`src/rtl/ikht_pkg.sv`:
```
package ikht_pkg;

    localparam int SLOTS      = 1024;
    localparam int IDX_BITS   = $clog2(SLOTS);
    localparam int CNT_BITS   = 11;
    localparam int KEY_BITS   = 32;
    localparam int VALUE_BITS = 32;
    localparam logic [31:0] HASH_MUL = 32'h045d9f3b;
    localparam int HASH_SHIFT = 16;

    localparam logic [1:0] MARK_EMPTY = 2'd0;
    localparam logic [1:0] MARK_LIVE  = 2'd1;
    localparam logic [1:0] MARK_DEAD  = 2'd2;

    localparam logic [1:0] OP_INSERT = 2'd0;
    localparam logic [1:0] OP_LOOKUP = 2'd1;
    localparam logic [1:0] OP_DELETE = 2'd2;
    localparam logic [1:0] OP_CLEAR  = 2'd3;

    localparam logic [1:0] ST_OK       = 2'd0;
    localparam logic [1:0] ST_NOTFOUND = 2'd1;
    localparam logic [1:0] ST_FULL     = 2'd2;
    localparam logic [1:0] ST_RESERVED = 2'd3;

    localparam logic REG_EMPTY_KEY = 1'b0;
    localparam logic REG_DEAD_KEY  = 1'b1;

    typedef struct packed {
        logic [1:0]            opcode;
        logic [KEY_BITS-1:0]   key;
        logic [VALUE_BITS-1:0] value;
    } item_t;

    typedef struct packed {
        logic [1:0]            status;
        logic                  found;
        logic [VALUE_BITS-1:0] value_out;
        logic [CNT_BITS-1:0]   live_entries;
        logic [CNT_BITS-1:0]   dead_entries;
    } result_t;

    typedef enum logic [3:0] {
        S_IDLE, S_CLEAR, S_HASH1, S_HASH2, S_HASH3,
        S_READ, S_WAIT, S_EVAL, S_DONE, S_INIT
    } state_t;

    // controller -> datapath
    typedef struct packed {
        logic load;       // capture item
        logic hash1;
        logic hash2;
        logic hash3;      // set probe pointer from hash
        logic clr_step;   // write one empty mark, advance pointer
        logic clr_cnts;
        logic step;       // advance probe pointer
        logic commit;     // apply operation and build result
        logic fin;        // emit result
    } cmd_t;

    // datapath -> controller
    typedef struct packed {
        logic reserved;
        logic clr_last;
        logic end_walk;   // walk terminates at current slot
    } stat_t;

endpackage

```
`src/rtl/ikht_ctrl.sv`:
```
module ikht_ctrl (
    input  logic           clk,
    input  logic           rst_n,
    input  logic           start,
    input  logic [1:0]     opcode,
    input  ikht_pkg::stat_t st,
    output ikht_pkg::cmd_t  cmd,
    output logic           busy
);

    ikht_pkg::state_t state_reg, state_next;

    always_ff @(posedge clk or negedge rst_n)
    begin
        if (!rst_n)
        begin
            state_reg <= ikht_pkg::S_INIT;
        end
        else
        begin
            state_reg <= state_next;
        end
    end

    always_comb
    begin
        state_next = state_reg;
        cmd = '0;
        busy = 1'b1;
        unique case (state_reg)
            ikht_pkg::S_INIT:
            begin
                cmd.clr_step = 1'b1;
                if (st.clr_last)
                begin
                    state_next = ikht_pkg::S_IDLE;
                end
            end
            ikht_pkg::S_IDLE:
            begin
                busy = 1'b0;
                if (start)
                begin
                    cmd.load = 1'b1;
                    state_next = (opcode == ikht_pkg::OP_CLEAR) ? ikht_pkg::S_CLEAR
                                                                : ikht_pkg::S_HASH1;
                end
            end
            ikht_pkg::S_CLEAR:
            begin
                cmd.clr_step = 1'b1;
                if (st.clr_last)
                begin
                    cmd.clr_cnts = 1'b1;
                    state_next = ikht_pkg::S_DONE;
                end
            end
            ikht_pkg::S_HASH1:
            begin
                cmd.hash1 = 1'b1;
                state_next = st.reserved ? ikht_pkg::S_DONE : ikht_pkg::S_HASH2;
            end
            ikht_pkg::S_HASH2:
            begin
                cmd.hash2 = 1'b1;
                state_next = ikht_pkg::S_HASH3;
            end
            ikht_pkg::S_HASH3:
            begin
                cmd.hash3 = 1'b1;
                state_next = ikht_pkg::S_READ;
            end
            ikht_pkg::S_READ:
            begin
                state_next = ikht_pkg::S_WAIT;
            end
            ikht_pkg::S_WAIT:
            begin
                state_next = ikht_pkg::S_EVAL;
            end
            ikht_pkg::S_EVAL:
            begin
                if (st.end_walk)
                begin
                    cmd.commit = 1'b1;
                    state_next = ikht_pkg::S_DONE;
                end
                else
                begin
                    cmd.step = 1'b1;
                    state_next = ikht_pkg::S_READ;
                end
            end
            ikht_pkg::S_DONE:
            begin
                cmd.fin = 1'b1;
                state_next = ikht_pkg::S_IDLE;
            end
            default:
            begin
                state_next = ikht_pkg::S_IDLE;
            end
        endcase
    end

endmodule

```
`config.mk`:
```
export PLATFORM = sky130hd
export DESIGN_NAME = ikht_ctrl
export DESIGN_NICKNAME = d
export VERILOG_FILES = /design/src/rtl/ikht_pkg.sv /design/src/rtl/ikht_ctrl.sv
export SDC_FILE = /design/constraint.sdc
export NUM_CORES = 1
export LEC_CHECK = 0
export BUFFER_PORTS_ARGS = -buffer_cell sky130_fd_sc_hd__buf_2
export CORE_AREA = 3 3 40 42
export DETAILED_ROUTE_END_ITERATION = 10
export DIE_AREA = 0 0 43 45
export SLEW_MARGIN = 10
export SYNTH_ARGS = -nofsm -noshare
export SYNTH_HDL_FRONTEND = slang
export SYNTH_SLANG_ARGS = --single-unit
export TNS_END_PERCENT = 1
```
`constraint.sdc`:
```
create_clock -name clk -period 3.15 [get_ports clk]
set_input_delay 0.63 -clock clk [delete_from_list [all_inputs] [get_ports clk]]
set_output_delay 0.63 -clock clk [all_outputs]
set_load 0.01 [all_outputs]
```
# After elaboration in Yosys (flattened, before gate mapping)
# Index checks and enable logic that the tools add are counted.
[op_classes]
n_reduce_logical = 3
n_eq_ne = 13
n_mux = 20
[op_table]
columns = ["operator", "count"]
rows = [
  ["4-bit one-hot mux with 9 select lines", 1],
  ["4-bit 2-to-1 mux", 5],
  ["4-bit by 3-bit equality test with 1-bit output (second input constant)", 4],
  ["1-bit 2-to-1 mux", 12],
  ["4-bit by 2-bit equality test with 1-bit output (second input constant)", 2],
  ["4-bit equality test (second input constant)", 2],
  ["2-bit != test (second input constant)", 3],
  ["4-bit by 1-bit equality test with 1-bit output (second input constant)", 1],
  ["4-bit zero test", 1],
  ["2-bit 2-to-1 mux", 2],
  ["3-bit AND reduction", 1],
  ["2-bit equality test (second input constant)", 1],
  ["2-bit OR reduction", 1],
]
[word_totals]
input_bits = 8
word_cells = 37
regBits = 4

# Longest topological paths before layout
# Gate-level depths: netlist of run 1.
[logic_depth]
depth_word = 4
mapped_depth = 5
mapped_depth_nobuf = 3

# Worst setup path before layout of run 1
# No wires, ideal clock.
[synth_path]
kind = "flip-flop to output port"
startpoint = "register state_reg[3]"
endpoint = "output port cmd[0] (netlist bit)"
path_stages_with_launch = 4
arrival_time_ps = 1176
slack_ps = 1344
path_buffers = 1
required_time_ps = 2520
path_cell_list = "dfstp_2 -> buf_2 -> inv_1 -> nor4_1"
[synth_rtl]
columns = ["element", "line_no", "source"]
rows = [
  ["start, declared", "ikht_ctrl.sv:11", "ikht_pkg::state_t state_reg, state_next;"],
  ["start signal, assigned", "ikht_ctrl.sv:17", "state_reg <= ikht_pkg::S_INIT;"],
  ["start signal, assigned", "ikht_ctrl.sv:21", "state_reg <= state_next;"],
  ["end, declared", "ikht_ctrl.sv:7", "output ikht_pkg::cmd_t cmd,"],
]

==> qor.yml, run 1 <==
routing:
  met2WireLength_um: 425
  vias: 468
  drt_iter0_markers: 2
  drt-pass1-iter-count: 4
  routed_via_density: 5.44
  routed_wl_mm: 1.04
  wl_per_cell_um: 12.0
  met3_length_um: 71
  ant_nets: 0
  drt-met1-wl_um: 526
  top_layer_used: "met4"
  drcViolationCount: 0
clocking:
  postCtsHoldBufs: 0
  clock_path_buffers: 2
  cts_sinks: 4
  clockRootBuffer: "clkbuf_4"
  clk_pin_slew_ns: 0.04
  cts_setup_buffers: 0
  h-tree-depth: 1
  clock_latency_ns: 0.23
  cts_tree: "done"
  cts_made_buffers: 3
  cts_resized: 0
pwr:
  leakage_uw: 0.000232
  powerDensity_mw_per_mm2: 839
  ir_worst_vdd_mv: 0.486
  fin_total_pwr_uw: 425
floorplanning:
  core-area_mm2: 0.00128
  die_y_um: 45
  die_w_um: 43
  initial_core_util_pct: 32.0
  die-area_mm2: 0.00194
  num_rows: 13
  io_pins: 18
worst_setup_path:
  end_kind: "output port"
  required_ns: 2.52
  reg2regPathDepth: 3
  crit_type: "register to output port"
  critPathMaxFanout: 23
  worstPathArrival_ns: 1.48
  critPathLaunchType: "register"
synth:
  syn-cell-area_um2: 412
  synth_top_area_share_pct: 12.8
  synth_nets: 65
  netlist_instances: 57
  ys_ff_latch: 4
  yosys-top-cells-area: "dfstp_2, dfrtp_1, nor3_1, buf_2, and3_1"
  yosysUniqueCellTypes: 27
  ys_seq_area_share_pct: 24.9
  synth_top_cell_by_area: "dfstp_2"
  avgSynthCellArea_um2: 7.22
  yosys_warnings: 0
global_routing:
  grt_use_total_pct: 11.5
  grt_antenna_before_repair: 0
  grt_max_degree: 24
  gr-total-overflow: 0
  grt_pass1_wl_mm: 1.68
  grt_pass1_vias: 379
sta:
  fin_skew_ns: 0.00386
  period_share_pct: 66.9
  worstMarginPinSlew_ns: 0.605
  rsz0062_at_grt: "no"
  fmaxAchievable_mhz: 475
  maxSlewViolCount: 0
  tns_ns: 0
  setup_viol: 0
  min_period_ns: 2.11
  hold_viol: 0
  hold_ws_ns: 0.191
  slew_headroom_pct: 59.7
placed_design:
  placed_cell_area_um2: 484
  numPortBuffers: 17
  place.gp.congestion: 0.713
  dp_hpwl_um: 705
final_layout:
  n_fill_cell: 150
  nNetsFinal: 81
  fin_util_pct: 39.4
  syn2layout_area_growth_pct: 23.1
  largest_register_ff_count: 4
  drive_gt1_share_pct: 31.0
  fin_area_um2: 507
  antenna-diode-count: 0
min_path:
  min_path_type: "primary input to async pin"
flow_run:
  maxCapViolations: 0
run_status:
  status: "completed"
[power breakdown]
| part | switching, uW | internal, uW |
|---|---|---|
| Clock | 20.1 | 42.6 |
| Combinational | 98.0 | 103 |
| Sequential | 83.0 | 78.4 |
[worst max-delay path, cell delays in order, from the launching register on]
cell     delay (ns)
dfrtp_1        0.72
nand2_1        0.20
nor3_1         0.16
buf_2          0.16
[metal layers]
metal / up-vias / global-route usage [%]
li1: 242 / -
met1: 208 / 15.7
met2: 16 / 15.3
met3: 2 / 3.98
met4: 0 / 7.23
met5: - / 0
[metrics by stage]
step                setup WS (ns)  std cells
floorplan                    1.34         57
global placement             1.33         83
detailed placement           1.30         83
CTS                          1.03         86
global route                0.889         86
finish                       1.04         86
[synthesized netlist by cell type]
master,instances
nor3_1,9
buf_2,4
nand2_1,4
nor2_1,4
and3_1,3
inv_1,3
nor2b_1,3
a21oi_1,2
a31oi_1,2
dfrtp_1,2
dfstp_2,2
nor4b_1,2
o21ai_0,2
o31ai_1,2
a2111oi_0,1
a221o_1,1
a22oi_1,1
a2bb2oi_1,1
and4b_1,1
buf_4,1
clkbuf_1,1
nand2b_1,1
nor3b_1,1
nor4_1,1
o2111ai_1,1
o21bai_1,1
or4_1,1
[layout make-up]
| cell class | instances | area [um2] | share of cell area (%) |
|---|---|---|---|
| clock buffers | 3 | 22.5 | 4.44 |
| multi-input cells | 44 | 267 | 52.6 |
| inverters | 3 | 11.3 | 2.22 |
| well taps | 15 | 18.8 | 3.70 |
| repair buffers | 17 | 85.1 | 16.8 |
| flip-flops and latches | 4 | 103 | 20.2 |
[worst paths after layout]
kind	startpoint	endpoint	slack, ns
setup / recovery	state_reg[1]	cmd[6]	1.04
hold / removal	rst_n	state_reg[1]	0.19
setup reg to reg	state_reg[2]	state_reg[0]	1.66
hold reg to reg	state_reg[0]	state_reg[3]	0.65
max in group asynchronous	rst_n	state_reg[3]	2.75
min in group clk	state_reg[0]	state_reg[3]	0.65
[layout by cell type (no fill, tap or decap)]
cell type	Yosys	routed
dfstp_2	2	2
and4b_1	1	1
nor4b_1	2	2
nor4_1	1	1
a2bb2oi_1	1	1
clkbuf_4	0	3
nor2b_1	3	3
a31oi_1	2	2
nor2_1	4	4
nand2b_1	1	1
or4_1	1	1
inv_1	3	3
nand2_1	4	4
and3_1	3	3
a22oi_1	1	1
o21bai_1	1	1
nor3_1	9	9
o31ai_1	2	2
buf_2	4	17
a221o_1	1	1
nor3b_1	1	1
o21ai_0	2	2
a2111oi_0	1	1
dfrtp_1	2	2
o2111ai_1	1	1
a21oi_1	2	2
[kinds of logic after synthesis]
| family | after synthesis | synth area share (%) |
|---|---|---|
| and+or+nand+nor | 30 | 40.7 |
| AOI/OAI and AO/OA | 14 | 24.0 |
| buffers and inverters | 9 | 10.3 |
| DFF | 4 | 24.9 |
(Power assumes the default switching activity.)
==> run 2, diff against run 1 <==
- clock period: 3.15 -> 1.7 ns (I/O delays scaled with it)
==> run 2 against run 1 <==
Net effect: first-iteration DRC count grew to 11 times the previous value; wire length up 22%; total power up 140%; sequential power grew 37%; register-to-register slack got worse by 1.5 ns; critical path type unchanged; largest cell class unchanged.
==> qor.yml, run 2 (synthesis gave the netlist of run 1 again) <==
floorplanning:
  initial_core_util_pct: 32.0  # unchanged
  die-area_mm2: 0.00194  # unchanged
  num_rows: 13  # unchanged
  io_pins: 18  # unchanged
  die_w_um: 43  # unchanged
  die_y_um: 45  # unchanged
  core-area_mm2: 0.00128  # unchanged
min_path:
  holdPathEnd: "state_reg[2]"
  hold_start: "st[0]"
  min_path_type: "primary input to register"  # was primary input to async pin
  min_path_cells: 4
clocking:
  clk_pin_slew_ns: 0.04  # about the same
  cts_sinks: 4  # unchanged
  cts_tree: "done"  # unchanged
  h-tree-depth: 1  # unchanged
  clock_path_buffers: 2  # unchanged
  clock_latency_ns: 0.24  # was 0.23 ns
  clockRootBuffer: "clkbuf_4"  # unchanged
  cts_made_buffers: 3  # unchanged
final_layout:
  final_cells: 98  # was 86
  n_fill_cell: 131  # was 150
  antenna-diode-count: 0  # unchanged
  largest_register_ff_count: 4  # unchanged
  syn2layout_area_growth_pct: 49.8  # was 23.1%
  drive_gt1_share_pct: 45.8  # was 31.0%
  layout_commonest_cell: "buf_2"  # unchanged
  nNetsFinal: 93  # was 81
  most-common-layout-cells: "buf_2, buf_4, nor3_1"  # was buf_2, nor3_1, nand2_1, nor2_1
pwr:
  ir_worst_vdd_mv: 0.946  # was 0.486 mV
  leakage_uw: 0.000291  # was 0.000232 uW
  fin_total_pwr_uw: 1000  # was 425 uW
  powerDensity_mw_per_mm2: 1620  # was 839 mW/mm2
global_routing:
  grt_pass1_wl_mm: 1.89  # was 1.68 mm
  grt_max_degree: 18  # was 24
  grt_antenna_before_repair: 0  # unchanged
  grt_use_total_pct: 13.0  # was 11.5%
  grt_pass1_vias: 416  # was 379
  gr-total-overflow: 0  # unchanged
worst_setup_path:
  reg2reg_from: "state_reg[0]"  # was state_reg[2]
  cpPeakStageDelay_ns: 0.55  # was 0.72 ns
  critPathBufInv: 2  # was 1
  worstSetupStartpoint: "state_reg[3]"  # was state_reg[1]
  required_ns: 1.36  # was 2.52 ns
  crit_type: "register to output port"  # unchanged
  reg2regPathDepth: 4  # was 3
  cp_top_family: "flip-flops"  # unchanged
  path_cells: "buf_4, nor2_2, and4b_1, buf_2"  # was nand2_1, nor3_1, buf_2
  end_kind: "output port"  # unchanged
  worstPathArrival_ns: 1.28  # was 1.48 ns
  r2r_end: "state_reg[0]"  # unchanged
  critPathLaunchType: "register"  # unchanged
  cpMaxStageDelayCell: "dfstp_2"  # was dfrtp_1
  r2r_setup_slack_ns: 0.21  # was 1.66 ns
  critPathMaxFanout: 4  # was 23
sta:
  worstMarginPinSlew_ns: 0.352  # was 0.605 ns
  setup_viol: 0  # unchanged
  maxSlewViolCount: 0  # unchanged
  slew_headroom_pct: 75.9  # was 59.7%
  worst_slack_ns: 0.0776  # was 1.04 ns
  rsz0062_at_grt: "no"  # unchanged
  hold_viol: 0  # unchanged
  tns_ns: 0  # unchanged
  fin_skew_ns: 0.00696  # was 0.00386 ns
  min_period_ns: 1.62
  fmaxAchievable_mhz: 616
  period_share_pct: 95.4
placed_design:
  numPortBuffers: 17  # unchanged
  dp.cells: 86  # was 83
  preCtsSetupSlack_ns: 0.217  # was 1.30 ns
  dp_hpwl_um: 800  # was 705 um
  place.gp.congestion: 0.738  # was 0.713
routing:
  vias: 532  # was 468
  routed_via_density: 5.43  # was 5.44
  ant_nets: 0  # unchanged
  routed_wl_mm: 1.26  # was 1.04 mm
  drcViolationCount: 0  # unchanged
  drt_iter0_markers: 21  # was 2
  drt-pass1-iter-count: 4  # unchanged
  wl_per_cell_um: 12.9  # was 12.0 um
flow_run:
  maxCapViolations: 0  # unchanged
run_status:
  status: "completed"  # unchanged
[run 2: worst register-to-register path: stages (launching register included)]
cell      delay, ns
dfstp_2        0.40
clkbuf_2       0.15
buf_4          0.16
or4_1          0.52
a31oi_1        0.19
[run 2: per-stage QoR]
step / area [um2] / hold WS, ns / utilization, %
floorplan: 412 / 0.0444 / -
global placement: 507 / 0.147 / 39.4
detailed placement: 507 / 0.145 / 39.4
CTS: 547 / 0.418 / 42.6
global route: 617 / 0.435 / 48.0
finish: 617 / 0.425 / 48.0
[run 2: area by class of cell]
| cell class | instances | area [um2] | share of cell area (%) |
|---|---|---|---|
| Multi-Input combinational cell | 44 | 284 | 46.0 |
| Timing Repair Buffer | 29 | 175 | 28.4 |
| Sequential cell | 4 | 105 | 17.0 |
| Clock buffer | 3 | 22.5 | 3.65 |
| Tap cell | 15 | 18.8 | 3.04 |
| Inverter | 3 | 11.3 | 1.83 |
[run 2: what timing repair did]
item                                    4_1_cts  5_1_grt
setup buffers                                 1        7
endpoints found under the hold margin         2        0
pin swaps                                     0        1
resized for setup                             0        6
endpoints found under the setup margin        6        9
hold buffers                                  1        0
[run 2: how the worst max path moves through the flow]
stage | to | slack, ns | cells after the start
finish | cmd[3] | 0.08 | 4
global route | cmd[2] | 0.02 | 3
CTS | cmd[1] | -0.02 | 3
detailed placement | cmd[0] | 0.22 | 3
global placement | cmd[0] | 0.21 | 3
floorplan | cmd[0] | 0.18 | 3
[run 2: metal layers]
| layer | vias up | GRT usage, % | wire length [um] |
|---|---|---|---|
| met3 | 0 | 6.37 | 121 |
| li1 | 265 | - | - |
| met4 | 0 | 1.81 | 0 |
| met1 | 243 | 18.0 | 570 |
| met2 | 24 | 18.9 | 569 |
| met5 | - | 0 | 0 |
[run 2: where the power goes]
group          internal (uW)  switching (uW)  total, uW  leakage, uW
registers                149            71.1        220    0.0000439
logic                    324             333        657     0.000234
clock network           79.3            43.7        123    0.0000138
total                    552             448       1000     0.000291
==> run 3, diff against run 2 <==
- BUFFER_PORTS_ARGS: -buffer_cell sky130_fd_sc_hd__buf_2 -> not set
- CORE_AREA: 3 3 40 42 -> 2 2 39 41
- DIE_AREA: 0 0 43 45 -> 0 0 41 43
- DONT_BUFFER_PORTS: not set -> 1
- MAX_ROUTING_LAYER: not set -> met4
==> run 3 against run 2 <==
Net effect: hold slack got worse by 0.11 ns; setup slack lost 0.065 ns; critical path depth decreased by 2; first-iteration DRC count decreased by 86%; wire length down 12%; fmax fell by 3.9%; clock power down 3%; highest routed layer is now met4.
==> qor.yml, run 3 (synthesis gave the netlist of run 1 again) <==
pwr:
  leakage_uw: 0.000191  # was 0.000291 uW
  powerDensity_mw_per_mm2: 1670  # was 1620 mW/mm2
  ir_worst_vdd_mv: 0.662  # was 0.946 mV
clocking:
  clockRootBuffer: "clkbuf_4"  # unchanged
  cts_made_buffers: 3  # unchanged
  h-tree-depth: 1  # unchanged
  clock_path_buffers: 2  # unchanged
  cts_sinks: 4  # unchanged
  clock_latency_ns: 0.23  # was 0.24 ns
  clk_pin_slew_ns: 0.04  # about the same
  cts_tree: "done"  # unchanged
sta:
  rsz0062_at_grt: "yes"  # was no
  min_period_ns: 1.69  # was 1.62 ns
  worst_slack_ns: 0.0123  # was 0.0776 ns
  period_share_pct: 99.3  # was 95.4%
  setup_viol: 0  # unchanged
  hold_viol: 0  # unchanged
  maxSlewViolCount: 0  # unchanged
  slew_headroom_pct: 75.7  # was 75.9%
  worstMarginPinSlew_ns: 0.355  # was 0.352 ns
  tns_ns: 0  # unchanged
  fin_skew_ns: 0.00525  # was 0.00696 ns
  fmaxAchievable_mhz: 593  # was 616 MHz
placed_design:
  dp_hpwl_um: 797  # was 800 um
  place.gp.congestion: 0.700  # was 0.738
  preCtsSetupSlack_ns: 0.211  # was 0.217 ns
  numPortBuffers: 0  # was 17
final_layout:
  drive_gt1_share_pct: 26.7  # was 45.8%
  most-common-layout-cells: "buf_4, nand2_1, nor3_2, nor2_1, nor3_1"  # was buf_2, buf_4, nor3_1
  nNetsFinal: 70  # was 93
  antenna-diode-count: 0  # unchanged
  layout_commonest_cell: "buf_4"  # was buf_2
  fin_util_pct: 36.3  # was 48.0%
  largest_register_ff_count: 4  # unchanged
  syn2layout_area_growth_pct: 22.2  # was 49.8%
routing:
  routed_via_density: 5.76  # was 5.43
  drt-pass1-iter-count: 2  # was 4
  vias: 438  # was 532
  drt_iter0_markers: 3  # was 21
  ant_nets: 0  # unchanged
  routed_wl_mm: 1.11  # was 1.26 mm
  wl_per_cell_um: 14.6  # was 12.9 um
  drcViolationCount: 0  # unchanged
worst_setup_path:
  worstSetupStartpoint: "state_reg[0]"  # was state_reg[3]
  end_kind: "output port"  # unchanged
  crit_type: "register to output port"  # unchanged
  cpMaxStageDelayCell: "dfstp_2"  # unchanged
  critPathMaxFanout: 17  # was 4
  cpPeakStageDelay_ns: 0.69  # was 0.55 ns
  critPathLaunchType: "register"  # unchanged
  critPathBufInv: 0  # was 2
  reg2reg_from: "state_reg[2]"  # was state_reg[0]
  path_cells: "nand2_1, nor3_2"  # was buf_4, nor2_2, and4b_1, buf_2
  required_ns: 1.36  # about the same
  worstPathArrival_ns: 1.35  # was 1.28 ns
  r2r_setup_slack_ns: 0.28  # was 0.21 ns
  cp_top_family: "flip-flops"  # unchanged
run_status:
  status: "completed"  # unchanged
floorplanning:
  initial_core_util_pct: 29.7  # was 32.0%
  num_rows: 14  # was 13
  die_w_um: 41  # was 43 um
  io_pins: 18  # unchanged
  die_y_um: 43  # was 45 um
  die-area_mm2: 0.00176  # was 0.00194 mm2
  core-area_mm2: 0.00138  # was 0.00128 mm2
global_routing:
  grt_max_degree: 18  # unchanged
  grt_pass1_wl_mm: 1.57  # was 1.89 mm
  grt_antenna_before_repair: 0  # unchanged
  grt_use_total_pct: 13.4  # was 13.0%
  gr-total-overflow: 0  # unchanged
  grt_pass1_vias: 360  # was 416
flow_run:
  maxCapViolations: 0  # unchanged
min_path:
  hold_start: "st[0]"  # unchanged
  min_path_type: "primary input to register"  # unchanged
-- run 3: changes by cell type in the layout (fill, tap and decap cells not counted), moves of 4 or more --
cell,previous run,this run
nor3_1,9,4
buf_2,17,0
buf_4,10,5
nor3_2,0,4
-- run 3: layout make-up --
cell class | count | area, um2
Fill cell | 155 | 881
Inverter | 3 | 11.3
Timing Repair Buffer | 6 | 47.5
Multi-Input combinational cell | 44 | 298
Tap cell | 16 | 20.0
Clock buffer | 3 | 22.5
Sequential cell | 4 | 104
-- run 3: what timing repair did --
action | 4_1_cts | 5_1_grt
resized for setup | 1 | 6
endpoints found under the setup margin | 4 | 8
buffers inserted | 0 | 0
hold buffers | 1 | 0
endpoints found under the hold margin | 4 | 0
-- run 3: layer usage --
metal  wire length, um  track usage [%]
met1               546             18.8
met2               479             17.8
met3                71             3.14
met4                13             6.00
met5                 0                -
-- run 3: worst register-to-register path: stages (launching register included) --
cell and delay, ns:
dfrtp_1 0.56, buf_4 0.21, nand2b_1 0.06, a221o_1 0.34, nor3_1 0.16
-- run 3: metrics by stage --
| stage | std cells | total power [uW] | hold WS, ns | instance area [um2] |
|---|---|---|---|---|
| 6_report | 76 | 838 | 0.311 | 503 |
| 5_1_grt | 76 | 904 | 0.337 | 503 |
| 4_1_cts | 76 | 808 | 0.314 | 475 |
| 3_5_place_dp | 72 | 674 | 0.0445 | 438 |
| 3_3_place_gp | 72 | 668 | 0.0445 | 438 |
| 2_1_floorplan | 57 | 574 | 0.0444 | 412 |
-- run 3: final timing paths --
kind                       cells past startpoint           end
min in group asynchronous                      1  state_reg[1]
min reg2reg                                    2  state_reg[3]
min                                            3  state_reg[2]
max                                            2        cmd[1]
max in group asynchronous                      1  state_reg[0]
max reg2reg                                    4  state_reg[1]
-- run 3: where the power goes --
group / switching (uW) / leakage (uW) / total (uW) / internal [uW]
registers: 109 / 0.0000454 / 256 / 147
logic: 257 / 0.000132 / 462 / 205
clock network: 40.0 / 0.0000138 / 119 / 79.1
total: 406 / 0.000191 / 838 / 431
